[src/rtl/tcpq_pkg.sv]
// ----------------------------------------------------------------------------
// tcpq_pkg
// Shared types, sizes and codes of the three class priority queue.
// ----------------------------------------------------------------------------
package tcpq_pkg;

  localparam int CLASS_DEPTH = 32;
  localparam int NUM_CLASSES = 3;

  localparam int VALUE_W   = 3;
  localparam int STATUS_W  = 2;
  localparam int CLS_W     = 2;
  localparam int CFG_IDX_W = 2;
  localparam int CFG_DAT_W = 3;

  localparam int PTR_W  = $clog2(CLASS_DEPTH);
  localparam int CNT_W  = $clog2(CLASS_DEPTH + 1);
  localparam int ADDR_W = $clog2(NUM_CLASSES * CLASS_DEPTH);

  localparam logic [VALUE_W-1:0] VALUE_MIN = VALUE_W'(1);
  localparam logic [VALUE_W-1:0] VALUE_MAX = VALUE_W'(5);

  localparam logic [VALUE_W-1:0] CLASS_ZERO_MAX_RST = VALUE_W'(1);
  localparam logic [VALUE_W-1:0] CLASS_ONE_MAX_RST  = VALUE_W'(3);

  typedef enum logic {
    OP_ENQUEUE = 1'b0,
    OP_DEQUEUE = 1'b1
  } op_t;

  typedef enum logic [STATUS_W-1:0] {
    STATUS_OK      = 2'd0,
    STATUS_EMPTY   = 2'd1,
    STATUS_FULL    = 2'd2,
    STATUS_INVALID = 2'd3
  } status_t;

  typedef enum logic [CFG_IDX_W-1:0] {
    CFG_CLASS_ZERO_MAX = 2'd0,
    CFG_CLASS_ONE_MAX  = 2'd1
  } cfg_idx_t;

  typedef enum logic [1:0] {
    CTRL_IDLE,
    CTRL_EXEC,
    CTRL_LOAD
  } ctrl_state_t;

  // commands from the controller to the datapath
  typedef struct packed {
    logic load_item;
    logic exec;
    logic load_out;
  } tcpq_cmd_t;

endpackage

[src/rtl/tcpq_item_if.sv]
// ----------------------------------------------------------------------------
// tcpq_item_if
// Operation channel: enqueue or dequeue request with its value.
// ----------------------------------------------------------------------------
interface tcpq_item_if;
  logic                         valid;
  logic                         ready;
  logic                         operation;
  logic [tcpq_pkg::VALUE_W-1:0] item_value;

  modport source (output valid, output operation, output item_value, input ready);
  modport sink   (input valid, input operation, input item_value, output ready);
endinterface

[src/rtl/tcpq_result_if.sv]
// ----------------------------------------------------------------------------
// tcpq_result_if
// Result channel: one result per operation.
// ----------------------------------------------------------------------------
interface tcpq_result_if;
  logic                          valid;
  logic                          ready;
  logic [tcpq_pkg::STATUS_W-1:0] status;
  logic [tcpq_pkg::VALUE_W-1:0]  out_value;
  logic [tcpq_pkg::CLS_W-1:0]    out_class;
  logic                          is_empty;

  modport source (output valid, output status, output out_value, output out_class,
                  output is_empty, input ready);
  modport sink   (input valid, input status, input out_value, input out_class,
                  input is_empty, output ready);
endinterface

[src/rtl/tcpq_cfg_if.sv]
// ----------------------------------------------------------------------------
// tcpq_cfg_if
// Configuration write channel: register index and write data.
// ----------------------------------------------------------------------------
interface tcpq_cfg_if;
  logic                           valid;
  logic                           ready;
  logic [tcpq_pkg::CFG_IDX_W-1:0] index;
  logic [tcpq_pkg::CFG_DAT_W-1:0] data;

  modport source (output valid, output index, output data, input ready);
  modport sink   (input valid, input index, input data, output ready);
endinterface

[src/rtl/tcpq_ctrl.sv]
// ----------------------------------------------------------------------------
// tcpq_ctrl
// Controller state machine: sequences accept, execute and result load, and
// owns the handshake of both channels.
// ----------------------------------------------------------------------------
module tcpq_ctrl (
  input  logic                clk,
  input  logic                rst,
  input  logic                in_valid,
  output logic                in_ready,
  output logic                out_valid,
  input  logic                out_ready,
  output tcpq_pkg::tcpq_cmd_t cmd
);
  import tcpq_pkg::*;

  ctrl_state_t state, state_next;
  logic        out_free;

  // output register can take a new result when empty or being drained
  assign out_free = !out_valid || out_ready;

  always_comb begin
    state_next = state;
    unique case (state)
      CTRL_IDLE: if (in_valid) state_next = CTRL_EXEC;
      CTRL_EXEC: state_next = CTRL_LOAD;
      CTRL_LOAD: if (out_free) state_next = CTRL_IDLE;
      default:   state_next = CTRL_IDLE;
    endcase
  end

  always_comb begin
    in_ready      = (state == CTRL_IDLE);
    cmd.load_item = (state == CTRL_IDLE) && in_valid;
    cmd.exec      = (state == CTRL_EXEC);
    cmd.load_out  = (state == CTRL_LOAD) && out_free;
  end

  always_ff @(posedge clk) begin
    if (rst) begin
      state     <= CTRL_IDLE;
      out_valid <= 1'b0;
    end else begin
      state <= state_next;
      if (cmd.load_out) begin
        out_valid <= 1'b1;
      end else if (out_ready) begin
        out_valid <= 1'b0;
      end
    end
  end

endmodule

[src/rtl/tcpq_datapath.sv]
// ----------------------------------------------------------------------------
// tcpq_datapath
// Class rings in one storage array, per class head, tail and count,
// threshold registers and the result register.
// ----------------------------------------------------------------------------
module tcpq_datapath (
  input  logic                          clk,
  input  logic                          rst,
  input  tcpq_pkg::tcpq_cmd_t           cmd,
  input  logic                          in_operation,
  input  logic [tcpq_pkg::VALUE_W-1:0]  in_item_value,
  input  logic                          cfg_we,
  input  logic [tcpq_pkg::CFG_IDX_W-1:0] cfg_index,
  input  logic [tcpq_pkg::CFG_DAT_W-1:0] cfg_data,
  output logic [tcpq_pkg::STATUS_W-1:0] status,
  output logic [tcpq_pkg::VALUE_W-1:0]  out_value,
  output logic [tcpq_pkg::CLS_W-1:0]    out_class,
  output logic                          is_empty
);
  import tcpq_pkg::*;

  logic [VALUE_W-1:0] class_zero_max;
  logic [VALUE_W-1:0] class_one_max;

  logic [VALUE_W-1:0] storage [NUM_CLASSES*CLASS_DEPTH];
  logic [VALUE_W-1:0] rd_data;

  logic [PTR_W-1:0] head  [NUM_CLASSES];
  logic [PTR_W-1:0] tail  [NUM_CLASSES];
  logic [CNT_W-1:0] count [NUM_CLASSES];
  logic [PTR_W-1:0] head_next  [NUM_CLASSES];
  logic [PTR_W-1:0] tail_next  [NUM_CLASSES];
  logic [CNT_W-1:0] count_next [NUM_CLASSES];

  // latched operation
  op_t                item_op;
  logic [VALUE_W-1:0] item_val;

  // result of the execute step, waiting for the storage read
  status_t          res_status, res_status_next;
  logic [CLS_W-1:0] res_class, res_class_next;
  logic             res_take, res_take_next;
  logic             res_empty, res_empty_next;

  logic [CLS_W-1:0]  enq_class;
  logic [CLS_W-1:0]  deq_class;
  logic              deq_found;
  logic              val_ok;
  logic              mem_we, mem_re;
  logic [ADDR_W-1:0] waddr, raddr;

  function automatic logic [PTR_W-1:0] next_slot(input logic [PTR_W-1:0] p);
    return (p == PTR_W'(CLASS_DEPTH - 1)) ? '0 : p + PTR_W'(1);
  endfunction

  function automatic logic [ADDR_W-1:0] ring_addr(input logic [CLS_W-1:0] c,
                                                  input logic [PTR_W-1:0] p);
    return ADDR_W'(c) * ADDR_W'(CLASS_DEPTH) + ADDR_W'(p);
  endfunction

  assign val_ok = (item_val >= VALUE_MIN) && (item_val <= VALUE_MAX);

  // class selection by threshold, clamped to the last class
  always_comb begin
    if (item_val <= class_zero_max) begin
      enq_class = CLS_W'(0);
    end else if (item_val <= class_one_max) begin
      enq_class = CLS_W'(1);
    end else begin
      enq_class = CLS_W'(2);
    end
    if (enq_class > CLS_W'(NUM_CLASSES - 1)) begin
      enq_class = CLS_W'(NUM_CLASSES - 1);
    end
  end

  // lowest numbered class that holds an item
  always_comb begin
    deq_found = 1'b0;
    deq_class = '0;
    for (int k = NUM_CLASSES - 1; k >= 0; k--) begin
      if (count[k] != '0) begin
        deq_found = 1'b1;
        deq_class = CLS_W'(k);
      end
    end
  end

  always_comb begin
    res_status_next = STATUS_OK;
    res_class_next  = '0;
    res_take_next   = 1'b0;
    mem_we          = 1'b0;
    mem_re          = 1'b0;
    waddr           = ring_addr(enq_class, tail[enq_class]);
    raddr           = ring_addr(deq_class, head[deq_class]);
    for (int k = 0; k < NUM_CLASSES; k++) begin
      head_next[k]  = head[k];
      tail_next[k]  = tail[k];
      count_next[k] = count[k];
    end
    if (item_op == OP_ENQUEUE) begin
      if (!val_ok) begin
        res_status_next = STATUS_INVALID;
      end else begin
        res_class_next = enq_class;
        if (count[enq_class] == CNT_W'(CLASS_DEPTH)) begin
          res_status_next = STATUS_FULL;
        end else begin
          mem_we                = cmd.exec;
          tail_next[enq_class]  = next_slot(tail[enq_class]);
          count_next[enq_class] = count[enq_class] + CNT_W'(1);
        end
      end
    end else begin
      if (!deq_found) begin
        res_status_next = STATUS_EMPTY;
      end else begin
        res_class_next        = deq_class;
        res_take_next         = 1'b1;
        mem_re                = cmd.exec;
        head_next[deq_class]  = next_slot(head[deq_class]);
        count_next[deq_class] = count[deq_class] - CNT_W'(1);
      end
    end
    res_empty_next = 1'b1;
    for (int k = 0; k < NUM_CLASSES; k++) begin
      if (count_next[k] != '0) res_empty_next = 1'b0;
    end
  end

  always_ff @(posedge clk) begin
    if (mem_we) storage[waddr] <= item_val;
    if (mem_re) rd_data <= storage[raddr];
  end

  always_ff @(posedge clk) begin
    if (rst) begin
      class_zero_max <= CLASS_ZERO_MAX_RST;
      class_one_max  <= CLASS_ONE_MAX_RST;
      for (int k = 0; k < NUM_CLASSES; k++) begin
        head[k]  <= '0;
        tail[k]  <= '0;
        count[k] <= '0;
      end
    end else begin
      if (cfg_we) begin
        if (cfg_index == CFG_CLASS_ZERO_MAX) class_zero_max <= cfg_data;
        if (cfg_index == CFG_CLASS_ONE_MAX)  class_one_max  <= cfg_data;
      end
      if (cmd.exec) begin
        for (int k = 0; k < NUM_CLASSES; k++) begin
          head[k]  <= head_next[k];
          tail[k]  <= tail_next[k];
          count[k] <= count_next[k];
        end
      end
    end
  end

  always_ff @(posedge clk) begin
    if (cmd.load_item) begin
      item_op  <= op_t'(in_operation);
      item_val <= in_item_value;
    end
    if (cmd.exec) begin
      res_status <= res_status_next;
      res_class  <= res_class_next;
      res_take   <= res_take_next;
      res_empty  <= res_empty_next;
    end
    if (cmd.load_out) begin
      status    <= res_status;
      out_value <= res_take ? rd_data : '0;
      out_class <= res_class;
      is_empty  <= res_empty;
    end
  end

endmodule

[src/rtl/three_class_priority_queue_core.sv]
// ----------------------------------------------------------------------------
// three_class_priority_queue_core
// Three class priority queue, first in first out within each class.
// ----------------------------------------------------------------------------
// Each operation runs through accept, execute (class pick, head or tail and
// count update, storage write or read) and result load, which waits until the
// result register is free. The dequeued value comes out of the registered read
// port of the class storage in the cycle after the address is known. A new
// operation is accepted in the cycle after the previous result was loaded,
// even while that result still waits on the result channel, so operations do
// not overlap. Every operation gives exactly one result. Threshold registers
// are written through the configuration channel, which is always ready.
module three_class_priority_queue_core (
  input  logic          clk,
  input  logic          rst,
  tcpq_item_if.sink     item_in,
  tcpq_result_if.source result_out,
  tcpq_cfg_if.sink      cfg
);
  import tcpq_pkg::*;

  tcpq_cmd_t cmd;

  assign cfg.ready = 1'b1;

  tcpq_ctrl u_ctrl (
    .clk       (clk),
    .rst       (rst),
    .in_valid  (item_in.valid),
    .in_ready  (item_in.ready),
    .out_valid (result_out.valid),
    .out_ready (result_out.ready),
    .cmd       (cmd)
  );

  tcpq_datapath u_datapath (
    .clk           (clk),
    .rst           (rst),
    .cmd           (cmd),
    .in_operation  (item_in.operation),
    .in_item_value (item_in.item_value),
    .cfg_we        (cfg.valid),
    .cfg_index     (cfg.index),
    .cfg_data      (cfg.data),
    .status        (result_out.status),
    .out_value     (result_out.out_value),
    .out_class     (result_out.out_class),
    .is_empty      (result_out.is_empty)
  );

endmodule
[src/flat_wrapper.sv]
// flat-port wrapper written by rule: the top's interface ports become plain ports
module three_class_priority_queue_core_flat import tcpq_pkg::*;
  (clk, rst, item_in_valid, item_in_operation, item_in_item_value, item_in_ready, result_out_valid, result_out_status, result_out_out_value, result_out_out_class, result_out_is_empty, result_out_ready, cfg_valid, cfg_index, cfg_data, cfg_ready);
  tcpq_item_if item_in_i ();
  tcpq_result_if result_out_i ();
  tcpq_cfg_if cfg_i ();
  input  logic clk;
  input  logic rst;
  input wire logic [$bits(item_in_i.valid)-1:0] item_in_valid;
  input wire logic [$bits(item_in_i.operation)-1:0] item_in_operation;
  input wire logic [$bits(item_in_i.item_value)-1:0] item_in_item_value;
  output wire logic [$bits(item_in_i.ready)-1:0] item_in_ready;
  output wire logic [$bits(result_out_i.valid)-1:0] result_out_valid;
  output wire logic [$bits(result_out_i.status)-1:0] result_out_status;
  output wire logic [$bits(result_out_i.out_value)-1:0] result_out_out_value;
  output wire logic [$bits(result_out_i.out_class)-1:0] result_out_out_class;
  output wire logic [$bits(result_out_i.is_empty)-1:0] result_out_is_empty;
  input wire logic [$bits(result_out_i.ready)-1:0] result_out_ready;
  input wire logic [$bits(cfg_i.valid)-1:0] cfg_valid;
  input wire logic [$bits(cfg_i.index)-1:0] cfg_index;
  input wire logic [$bits(cfg_i.data)-1:0] cfg_data;
  output wire logic [$bits(cfg_i.ready)-1:0] cfg_ready;
  assign item_in_i.valid = item_in_valid;
  assign item_in_i.operation = item_in_operation;
  assign item_in_i.item_value = item_in_item_value;
  assign item_in_ready = item_in_i.ready;
  assign result_out_valid = result_out_i.valid;
  assign result_out_status = result_out_i.status;
  assign result_out_out_value = result_out_i.out_value;
  assign result_out_out_class = result_out_i.out_class;
  assign result_out_is_empty = result_out_i.is_empty;
  assign result_out_i.ready = result_out_ready;
  assign cfg_i.valid = cfg_valid;
  assign cfg_i.index = cfg_index;
  assign cfg_i.data = cfg_data;
  assign cfg_ready = cfg_i.ready;
  three_class_priority_queue_core u_core (.clk(clk), .rst(rst), .item_in(item_in_i), .result_out(result_out_i), .cfg(cfg_i));
endmodule
[config.mk]
export PLATFORM = sky130hd
export DESIGN_NAME = three_class_priority_queue_core_flat
export DESIGN_NICKNAME = d
export VERILOG_FILES = /design/src/rtl/tcpq_pkg.sv /design/src/rtl/tcpq_item_if.sv /design/src/rtl/tcpq_result_if.sv /design/src/rtl/tcpq_cfg_if.sv /design/src/rtl/tcpq_ctrl.sv /design/src/rtl/tcpq_datapath.sv /design/src/rtl/three_class_priority_queue_core.sv /design/src/flat_wrapper.sv
export SDC_FILE = /design/constraint.sdc
export NUM_CORES = 1
export LEC_CHECK = 0
export BUFFER_PORTS_ARGS = -buffer_cell sky130_fd_sc_hd__buf_2
export CAP_MARGIN = 20
export CORE_UTILIZATION = 63
export DETAILED_ROUTE_END_ITERATION = 16
export GPL_TIMING_DRIVEN = 0
export PLACE_DENSITY = 0.8
export SYNTH_ARGS = -nofsm -noshare
export SYNTH_HDL_FRONTEND = slang
export SYNTH_HIERARCHICAL = 1
export SYNTH_SLANG_ARGS = --single-unit
[constraint.sdc]
create_clock -name clk -period 6.35 [get_ports clk]
set_input_delay 0.635 -clock clk [delete_from_list [all_inputs] [get_ports clk]]
set_output_delay 0.635 -clock clk [all_outputs]
set_load 0.005 [all_outputs]
==> results of run 1 <==
-- where the power goes --
group	internal, W	switching [W]	total (W)
registers	0.00269	0.0000368	0.00273
logic	0.000278	0.000591	0.000868
clock network	0.00115	0.000860	0.00201
-- critical path: cells and delay by family, from the launching register on --
family	cells	cell delay (ns)
flip-flops	1	0.89
AND/OR/NAND/NOR	6	1.90
buffers and inverters	3	1.05
adder cells (fa/ha/maj)	2	0.50
AO/OA/AOI/OAI	4	1.27
-- logic make-up after synthesis --
group / count (synthesis) / synth area share, %
AO/OA/AOI/OAI: 261 / 10.7
XOR/XNOR: 12 / 0.627
adder cells (fa/ha/maj): 13 / 0.971
buffers and inverters: 90 / 2.44
flip-flops: 366 / 65.1
multiplexers: 60 / 4.71
other: 1 / 0.0224
AND/OR/NAND/NOR: 584 / 15.4
-- state kept, by name, summed over array words and instances (netlist names) --
name,flops
u_core/u_datapath/storage,288
u_core/u_datapath/count,18
u_core/u_datapath/head,15
u_core/u_datapath/tail,15
u_core/u_datapath/class_one_max,3
u_core/u_datapath/class_zero_max,3
u_core/u_datapath/item_val,3
u_core/u_datapath/out_value,3
u_core/u_datapath/rd_data,3
u_core/u_ctrl/state,2
u_core/u_datapath/out_class,2
u_core/u_datapath/res_class,2
u_core/u_datapath/res_status,2
u_core/u_datapath/status,2
u_core/u_ctrl/out_valid,1
u_core/u_datapath/is_empty,1
u_core/u_datapath/item_op,1
u_core/u_datapath/res_empty,1
u_core/u_datapath/res_take,1
-- cell type report --
type                       instances  area (sq um)  area share (%)
sequential                       366         10900            58.3
multi-input combinational        931          5440            29.1
clock buffer                      51          1010            5.40
tap                              335           419            2.24
timing repair buffer              35           410            2.20
buffer                            67           320            1.71
clock inverter                    12          95.1           0.509
inverter                          23          88.8           0.475
-- placed cells by master (no fill, tap or decap), types with 7 or more instances in the layout --
cell type                   count
sky130_fd_sc_hd__dfxtp_1        9
sky130_fd_sc_hd__edfxtp_1     357
sky130_fd_sc_hd__and3_1         8
sky130_fd_sc_hd__nor2b_1       12
sky130_fd_sc_hd__o21ai_0       30
sky130_fd_sc_hd__mux4_2        15
sky130_fd_sc_hd__buf_2         42
sky130_fd_sc_hd__clkbuf_16     38
sky130_fd_sc_hd__a21oi_1       80
sky130_fd_sc_hd__inv_1         21
sky130_fd_sc_hd__and2_1         7
sky130_fd_sc_hd__a31oi_1       35
sky130_fd_sc_hd__mux2i_1       45
sky130_fd_sc_hd__nand3_1       71
sky130_fd_sc_hd__buf_16        10
sky130_fd_sc_hd__a32oi_1       15
sky130_fd_sc_hd__nor3_1        19
sky130_fd_sc_hd__nor2_1       183
sky130_fd_sc_hd__nand2_1      238
sky130_fd_sc_hd__a22oi_1       11
sky130_fd_sc_hd__ha_1          13
sky130_fd_sc_hd__xnor2_1        9
sky130_fd_sc_hd__o22ai_1        8
sky130_fd_sc_hd__clkbuf_1      46
-- how the worst max path moves through the flow --
stage / slack [ns] / to / start
floorplan: 1.34 / u_core/u_datapath/res_empty / u_core/u_datapath/item_val[0]
global placement: -1.40 / u_core/u_datapath/storage[48][2] / u_core/u_datapath/item_val[0]
detailed placement: 0.59 / u_core/u_datapath/storage[19][0] / u_core/u_datapath/item_val[0]
CTS: 0.54 / u_core/u_datapath/storage[48][0] / u_core/u_datapath/item_val[0]
global route: 0.22 / u_core/u_datapath/storage[25][1] / u_core/u_datapath/item_val[0]
finish: 0.43 / u_core/u_datapath/storage[25][1] / u_core/u_datapath/item_val[0]
-- metal layers --
metal  track usage [%]  share of wire (%)  routed length (microns)
met5                 0                  0                        0
met4              16.7                5.0                     2270
met1              46.7                 37                    16800
met2              53.6                 46                    20900
met3              7.62                 12                     5680
-- through the flow --
stage	total power [W]	hold slack, ns	setup WS [ns]	util (%)
6_report	0.00561	0.289	0.431	71.7
5_1_grt	0.00576	0.281	0.223	71.7
4_1_cts	0.00559	0.283	0.542	71.7
3_5_place_dp	0.00360	0.406	0.588	67.4
3_3_place_gp	0.00357	0.404	-1.40	66.3
2_1_floorplan	0.00331	0.400	1.34	-
==> run summary, run 1 <==
For the final database, setup skew stands at 0.0157 ns. The endpoint identified for the worst register-to-register timing path is u_core/u_datapath/storage[25][1]. The count of filler cells inserted in the layout is 1705. The maximum resistive drop on vdd came out at 0.270 mV.

The slowest stage of the critical path belongs to the cell sky130_fd_sc_hd__edfxtp_1. The cell row count is 59. After clock tree synthesis, the repair step resized 0 gates. For this run, design rule violations remaining after detail routing come to 0. In the global route stage, overall resource usage came out at 34.6%. In this run, post-CTS hold repair placed 0 buffers. The deepest level of the CTS H-tree is 2.

The cell area after layout came out at 18700 sq um. The number of vias in the routed layout is 12400. The number of enable flip-flop cells after synthesis is 357. After synthesis, the share of flip-flops with an asynchronous set or reset is 0%. The number of instances on the worst hold path is 1. Clock latency on the worst-skew pair, taken at its later pin, is 0.52 ns. The final critical path takes up 93.2% of the cycle. The core region is 26100 sq um. Counting the buffers created by CTS gives 37. In this run the critical register-to-register path is launched from u_core/u_datapath/item_val[0]. The delay contributed by the slowest stage of the critical path is 0.89 ns.

The clock sink total is 366. The total of endpoints with negative setup slack in the final report came out at 0. The pin count of the biggest net entering global routing is 30. The synthesized cell area came out at 16800 sq um. The violation count after the first detailed-route iteration came out at 1810.

The residual antenna-violating net count after detailed routing came out at 0. The count of mapped cells out of synthesis is 1387. The root buffer cell chosen for the clock tree is sky130_fd_sc_hd__clkbuf_16.

Headroom to the max-slew limit came out at 27.0%. The wire length per cell came out at 25.1 microns. The floorplan step defined a die boundary enclosing 27200 sq um. Each instance of the synthesized netlist takes up on average 12.1 sq um. The areal power density over the cells came out at 300 nW/um^2.

The static leakage came out at 6.25 nW. The max-slew violation count came out at 0. For this run, the leading register cell type out of synthesis is sky130_fd_sc_hd__edfxtp_1. Max-cap violations in this run came to 0. From synthesis to final layout, the design area changed by 11.5%.

The count of placed standard cells in the final layout, fillers left out is 1820. The setup check on the worst reg-to-reg path leaves a slack of 0.43 ns. Setup repair after global routing left no endpoint under its margin.

The starting utilization of the core area came out at 64.3%. The critical path goes through inv_1 > ha_1 > nand2b_1 > a21oi_2 > nand2_1 > a211o_1 > o21ai_0 > ha_1 > inv_1 > a211o_1 > or4_1 > and3b_1 > nand2_1 > clkbuf_1 > nor2_1. By count the netlist is led by sky130_fd_sc_hd__edfxtp_1, sky130_fd_sc_hd__nand2_1, sky130_fd_sc_hd__nor2_1.

The final hold violation count is 0. After layout, the minimum clock period comes to 5.92 ns. The arrival time reported for the critical path endpoint is 6.13 ns. The fraction of final layout cells with drive strength greater than 1 is 10.6%. The flow ran to the end, and the final reports show no timing, DRC or antenna violations.

The total wire length after detailed routing is 45.7 mm. The area share of the largest cell type after synthesis came out at 64.0%. The final weighted congestion in routability-driven placement is 0.994. The clock-pin slew reported for the worst setup and hold paths after clock tree synthesis came out at 0.06 ns. The first-pass GRT wire length is 69.2 mm. For this run, the register share of the synthesized area comes to 65.1%. In this run the most critical hold path is launched from item_in_item_value[0]. The die is 165 microns wide. After clock tree synthesis, the setup repair step added 0 buffers. The final net count came out at 1488. The number of global-route vias before repair is 12100. At the worst endpoint, the required time is 6.56 ns.

The pin slew with the least headroom to its limit is 1.09 ns. The synthesized net count is 1414. The flip-flop and latch count after synthesis is 366. The kind of start point of the critical path is a flip-flop.

The number of port buffers is 23. The kind of end point of the critical path is a flip-flop. For this run, the detailed router's first-pass iteration total came to 6. The number of instances in the placed design is 1756. Of all nets on the critical path, the largest fanout is 21. Counting along the longest clock path gives a buffer depth of 3. The most common cell in the synthesized netlist is sky130_fd_sc_hd__edfxtp_1.

Yosys printed 6 warnings. In the routed layout, each cell is associated on average with a via count of 6.81. The library cell with the largest summed area after synthesis is sky130_fd_sc_hd__edfxtp_1. For this design the top-level I/O count stands at 25. The die outline height came out at 165 microns. The initial antenna violation count came out at 0.

The number of distinct library cells after synthesis is 88. The CTS tree is yes. The peak clock frequency supported by timing came out at 169 MHz. In the final timing run, aggregate negative setup slack is 0 ns. The worst register-to-register path has a depth of 15. In the post-synthesis netlist, the biggest area contributors are sky130_fd_sc_hd__edfxtp_1, sky130_fd_sc_hd__nand2_1, sky130_fd_sc_hd__nor2_1. Detailed placement finished with a half-perimeter wire length of 31.2 mm. The total placed instance area is 17600 sq um. 0 antenna diodes ended up in the layout. The critical path class is flip-flop to flip-flop. The endpoint of the worst hold-timing path is u_core/u_datapath/item_val[0]. The worst hold path belongs to the class input pin to flip-flop. Summed over all layers, the global routing overflow is 0.
Power figures use the tool's default switching activity.
==> run 2: changes to the inputs <==
--- a/config.mk
+++ b/config.mk
@@ -5,6 +5,7 @@
 export SDC_FILE = /design/constraint.sdc
 export NUM_CORES = 1
 export LEC_CHECK = 0
+export ABC_AREA = 1
 export BUFFER_PORTS_ARGS = -buffer_cell sky130_fd_sc_hd__buf_2
 export CAP_MARGIN = 20
 export CORE_UTILIZATION = 63
==> run summary, run 2 <==
Wires add up to 46.7 mm. The final worst clock skew came out at 0.0246 ns. The relative area change from synthesis to final layout came out at 11.8%. The hold path startpoint is item_in_operation. The final hold violation count is 0.

Using the TritonRoute via totals, the vias-per-cell ratio works out to 6.07. The maximum clock insertion buffer count came out at 3. The post-CTS setup buffer count came out at 0. In this run the number of H-tree levels came out at 2. The post-route netlist has 11.9% of its cells at a drive strength greater than 1. The register with the highest flop count is u_core/u_datapath/storage. The floorplan step defined a die boundary enclosing 28400 sq um. STA classifies the critical path startpoint as a flip-flop. After Yosys synthesis, full adders, half adders and majority gates account for 0.931% of the synthesized area.

The number of vias in the routed layout came out at 13400. The first-pass GRT wire length is 70.3 mm. The width of the chip is 169 microns. The worst-skew pair later-pin latency is 0.54 ns. The final-layout worst hold slack came out at 0.281 ns. The clock sink total is 366. The final layout contains 1833 nets.

The worst hold-check path type is input pin to flip-flop. The share of cell area taken by muxes after synthesis is 0%. The total overflow left after global routing is 0. The dominant combinational cell family by area after synthesis is simple AND/OR/NAND/NOR gates.

The share of synthesized area occupied by flip-flops and latches came out at 62.4%. The violation count after the first detailed-route iteration is 1890. The number of ports placed on the die boundary came out at 25. The initial antenna violation count is 0. The starting utilization of the core area is 64.5%.

The total global routing track utilization is 33.3%. The root buffer selected by CTS is sky130_fd_sc_hd__clkbuf_16. The synthesized area per cell came out at 10.1 sq um. After clock tree synthesis, the repair step resized 0 gates. The run finished with clean final reports. The static leakage came out at 7.58 nW. The post-layout utilization of the core is 72.1%. Among all flip-flop cells after synthesis, the most frequent one is sky130_fd_sc_hd__edfxtp_1. The flip-flop and latch count after synthesis is 366. Once detailed placement completed, the half-perimeter wirelength came to 32.8 mm.

The leading cell type by number of instances after synthesis is sky130_fd_sc_hd__edfxtp_1. After layout, the worst path uses 80.2% of the clock period. The synthesized design devotes to its leading area cell type 61.4% of total area. The number of port buffers came out at 23. For the worst setup path, the data required time is 6.56 ns. Along the worst hold path, the cell count comes to 1. In this run the cell area measured after placement is 18400 sq um. Counting every net in the synthesized netlist gives 1757. The areal power density over the cells came out at 294 nW/um^2. The arrival time reported for the critical path endpoint is 5.30 ns. The netlist uses 44 different library cells.

Across the run, the number of max-cap violations was 0. After clock tree synthesis, the flow added hold-fix buffers numbering 0. The biggest area contributor in the post-synthesis netlist is sky130_fd_sc_hd__edfxtp_1. The total of endpoints with negative setup slack in the final report came out at 0. The max-slew violation count is 0.

The residual antenna-violating net count after detailed routing is 0. The cell area after layout came out at 19500 sq um. Of all flip-flops after synthesis, the portion carrying an async set or reset was 0%. Counting I/O delays and the setup requirement, the final critical path takes 5.09 ns. For the pin with the worst max-slew slack, the measured transition is 1.02 ns.

The count of mapped cells out of synthesis came out at 1730. Clock-pin slew was measured on the worst setup and hold paths at 0.06 ns. The register with the most flip-flops in the layout has 288 of them. The simple-gate share of the synthesized area came out at 20.1%. In the routed design, unresolved DRC markers number 0. The launch instance of the worst register-to-register path is u_core/u_datapath/item_val[0].

The setup slack on the worst flop-to-flop path is 1.26 ns. The die outline height came out at 169 microns. The number of warnings printed during yosys synthesis came out at 6. The number of global-route vias before repair came to 12800. The number of cells on the worst reg-to-reg path is 21. TritonCTS built the clock tree. STA classifies the critical path endpoint as a flip-flop. Entering global routing, the biggest net connects 30 pins.

In this run the worst path has a maximum fanout of 22. The wire length per cell is 21.2 microns. The worst setup path is of the flip-flop to flip-flop kind. The final setup slack of the worst path came out at 1.26 ns.

The worst max-slew margin expressed relative to the limit came out at 31.3%. Setup repair after global routing left no endpoint under its margin. The library cells used most frequently in the layout, excluding fill and tap cells, are sky130_fd_sc_hd__edfxtp_1, sky130_fd_sc_hd__nand2_1, sky130_fd_sc_hd__nand3_1. The synthesized netlist devotes 0.201% of its cell area to XOR and XNOR gates. The count of placed standard cells in the final layout, fillers left out is 2206. The cell row count came out at 60. The final weighted congestion in routability-driven placement came out at 1.06.

Static timing analysis puts the maximum clock frequency at 196 MHz. The number of instances in the placed design is 2138. The endpoint of the most critical register-to-register path is u_core/u_datapath/storage[44][1]. In the final layout, the registers with the most flip-flops are u_core/u_datapath/storage: 288 flops, u_core/u_datapath/count: 18 flops.

The worst setup timing slack at the placement stage came out at 1.37 ns. The detailed-routing iteration count for the pre-antenna-repair pass is 7. The commonest cells after synthesis are sky130_fd_sc_hd__edfxtp_1, sky130_fd_sc_hd__nand2_1, sky130_fd_sc_hd__nand3_1. The number of enable flip-flop cells after synthesis is 357. By area the synthesized netlist is led by sky130_fd_sc_hd__edfxtp_1, sky130_fd_sc_hd__nand3_1, sky130_fd_sc_hd__nand2_1. The standard cell core area came out at 27100 sq um. The number of buffers inserted during clock tree synthesis is 38. For hold timing, the worst endpoint is u_core/u_datapath/item_op. The synthesized cell area is 17500 sq um. The compound-cell area share of the yosys netlist came out at 8.24%. The worst-case IR drop observed on VDD is 0.216 mV. Leaving out fill and tap cells, the most frequent cell in the layout is sky130_fd_sc_hd__edfxtp_1. After filler insertion, the fill cell instance count of the layout stands at 1939.
==> run 2: where the power goes <==
group	total (W)	leakage [nW]	switching, W	internal, W
sequential	0.00272	3.36	0.0000255	0.00269
combinational	0.000921	3.64	0.000655	0.000266
clock	0.00211	0.570	0.000892	0.00122
==> run 2: area by class of cell <==
class,instances,area [sq um],share of cell area [%]
clock buffer,51,1020,5.23
timing repair buffer,36,424,2.17
sequential,366,10900,55.8
tap,372,465,2.38
buffer,87,469,2.40
clock inverter,16,154,0.788
multi-input combinational,1026,5160,26.4
inverter,251,947,4.85
antenna,1,2.50,0.0128
==> run 2: per-layer routing <==
layer / vias to the layer above / global-route usage, % / wire length, microns
met1: 6342 / 44.4 / 17800
met2: 843 / 54.0 / 21700
met5: - / 0 / 0
li1: 6057 / - / -
met4: 0 / 13.8 / 1760
met3: 143 / 6.52 / 5430
==> run 2: worst max-delay path: stages, from the launching register on <==
cell	delay (ns)
sky130_fd_sc_hd__edfxtp_1	0.95
sky130_fd_sc_hd__inv_1	0.23
sky130_fd_sc_hd__ha_1	0.27
sky130_fd_sc_hd__inv_1	0.07
sky130_fd_sc_hd__nand3_1	0.06
sky130_fd_sc_hd__nand2_1	0.07
sky130_fd_sc_hd__nand2_1	0.16
sky130_fd_sc_hd__nand2_1	0.14
sky130_fd_sc_hd__buf_2	0.26
sky130_fd_sc_hd__o21ai_1	0.14
sky130_fd_sc_hd__nor2_2	0.28
sky130_fd_sc_hd__inv_1	0.11
sky130_fd_sc_hd__ha_1	0.21
sky130_fd_sc_hd__nand4_1	0.09
sky130_fd_sc_hd__nor2_1	0.05
sky130_fd_sc_hd__nand2_1	0.08
sky130_fd_sc_hd__buf_4	0.19
sky130_fd_sc_hd__and3_1	0.16
sky130_fd_sc_hd__buf_2	0.19
sky130_fd_sc_hd__nand3_1	0.33
sky130_fd_sc_hd__buf_2	0.40
sky130_fd_sc_hd__nor2_1	0.31
==> run 2: worst max path at each step <==
stage	end	startpoint
2_1_floorplan	u_core/u_datapath/storage[16][0]	u_core/u_datapath/item_val[2]
3_3_place_gp	u_core/u_datapath/storage[8][1]	u_core/u_datapath/item_val[0]
3_5_place_dp	u_core/u_datapath/storage[56][2]	u_core/u_datapath/item_val[0]
4_1_cts	u_core/u_datapath/storage[56][1]	u_core/u_datapath/item_val[0]
5_1_grt	u_core/u_datapath/storage[4][1]	u_core/u_datapath/item_val[0]
6_report	u_core/u_datapath/storage[44][1]	u_core/u_datapath/item_val[0]
==> run 2: kinds of logic (layout without fill, tap and decap cells) <==
| group | count (synthesis) | in the layout |
|---|---|---|
| compound gates | 221 | 221 |
| simple gates | 787 | 787 |
| fa+ha+maj | 13 | 13 |
| xor+xnor | 4 | 4 |
| buf+inv | 338 | 441 |
| other cells | 1 | 2 |
| flops | 366 | 366 |
==> run 2: through the flow <==
step,total power [W],TNS (ns)
floorplan,0.00334,0
global placement,0.00362,-111.32
detailed placement,0.00365,0
CTS,0.00573,0
global route,0.00592,0
finish,0.00575,0
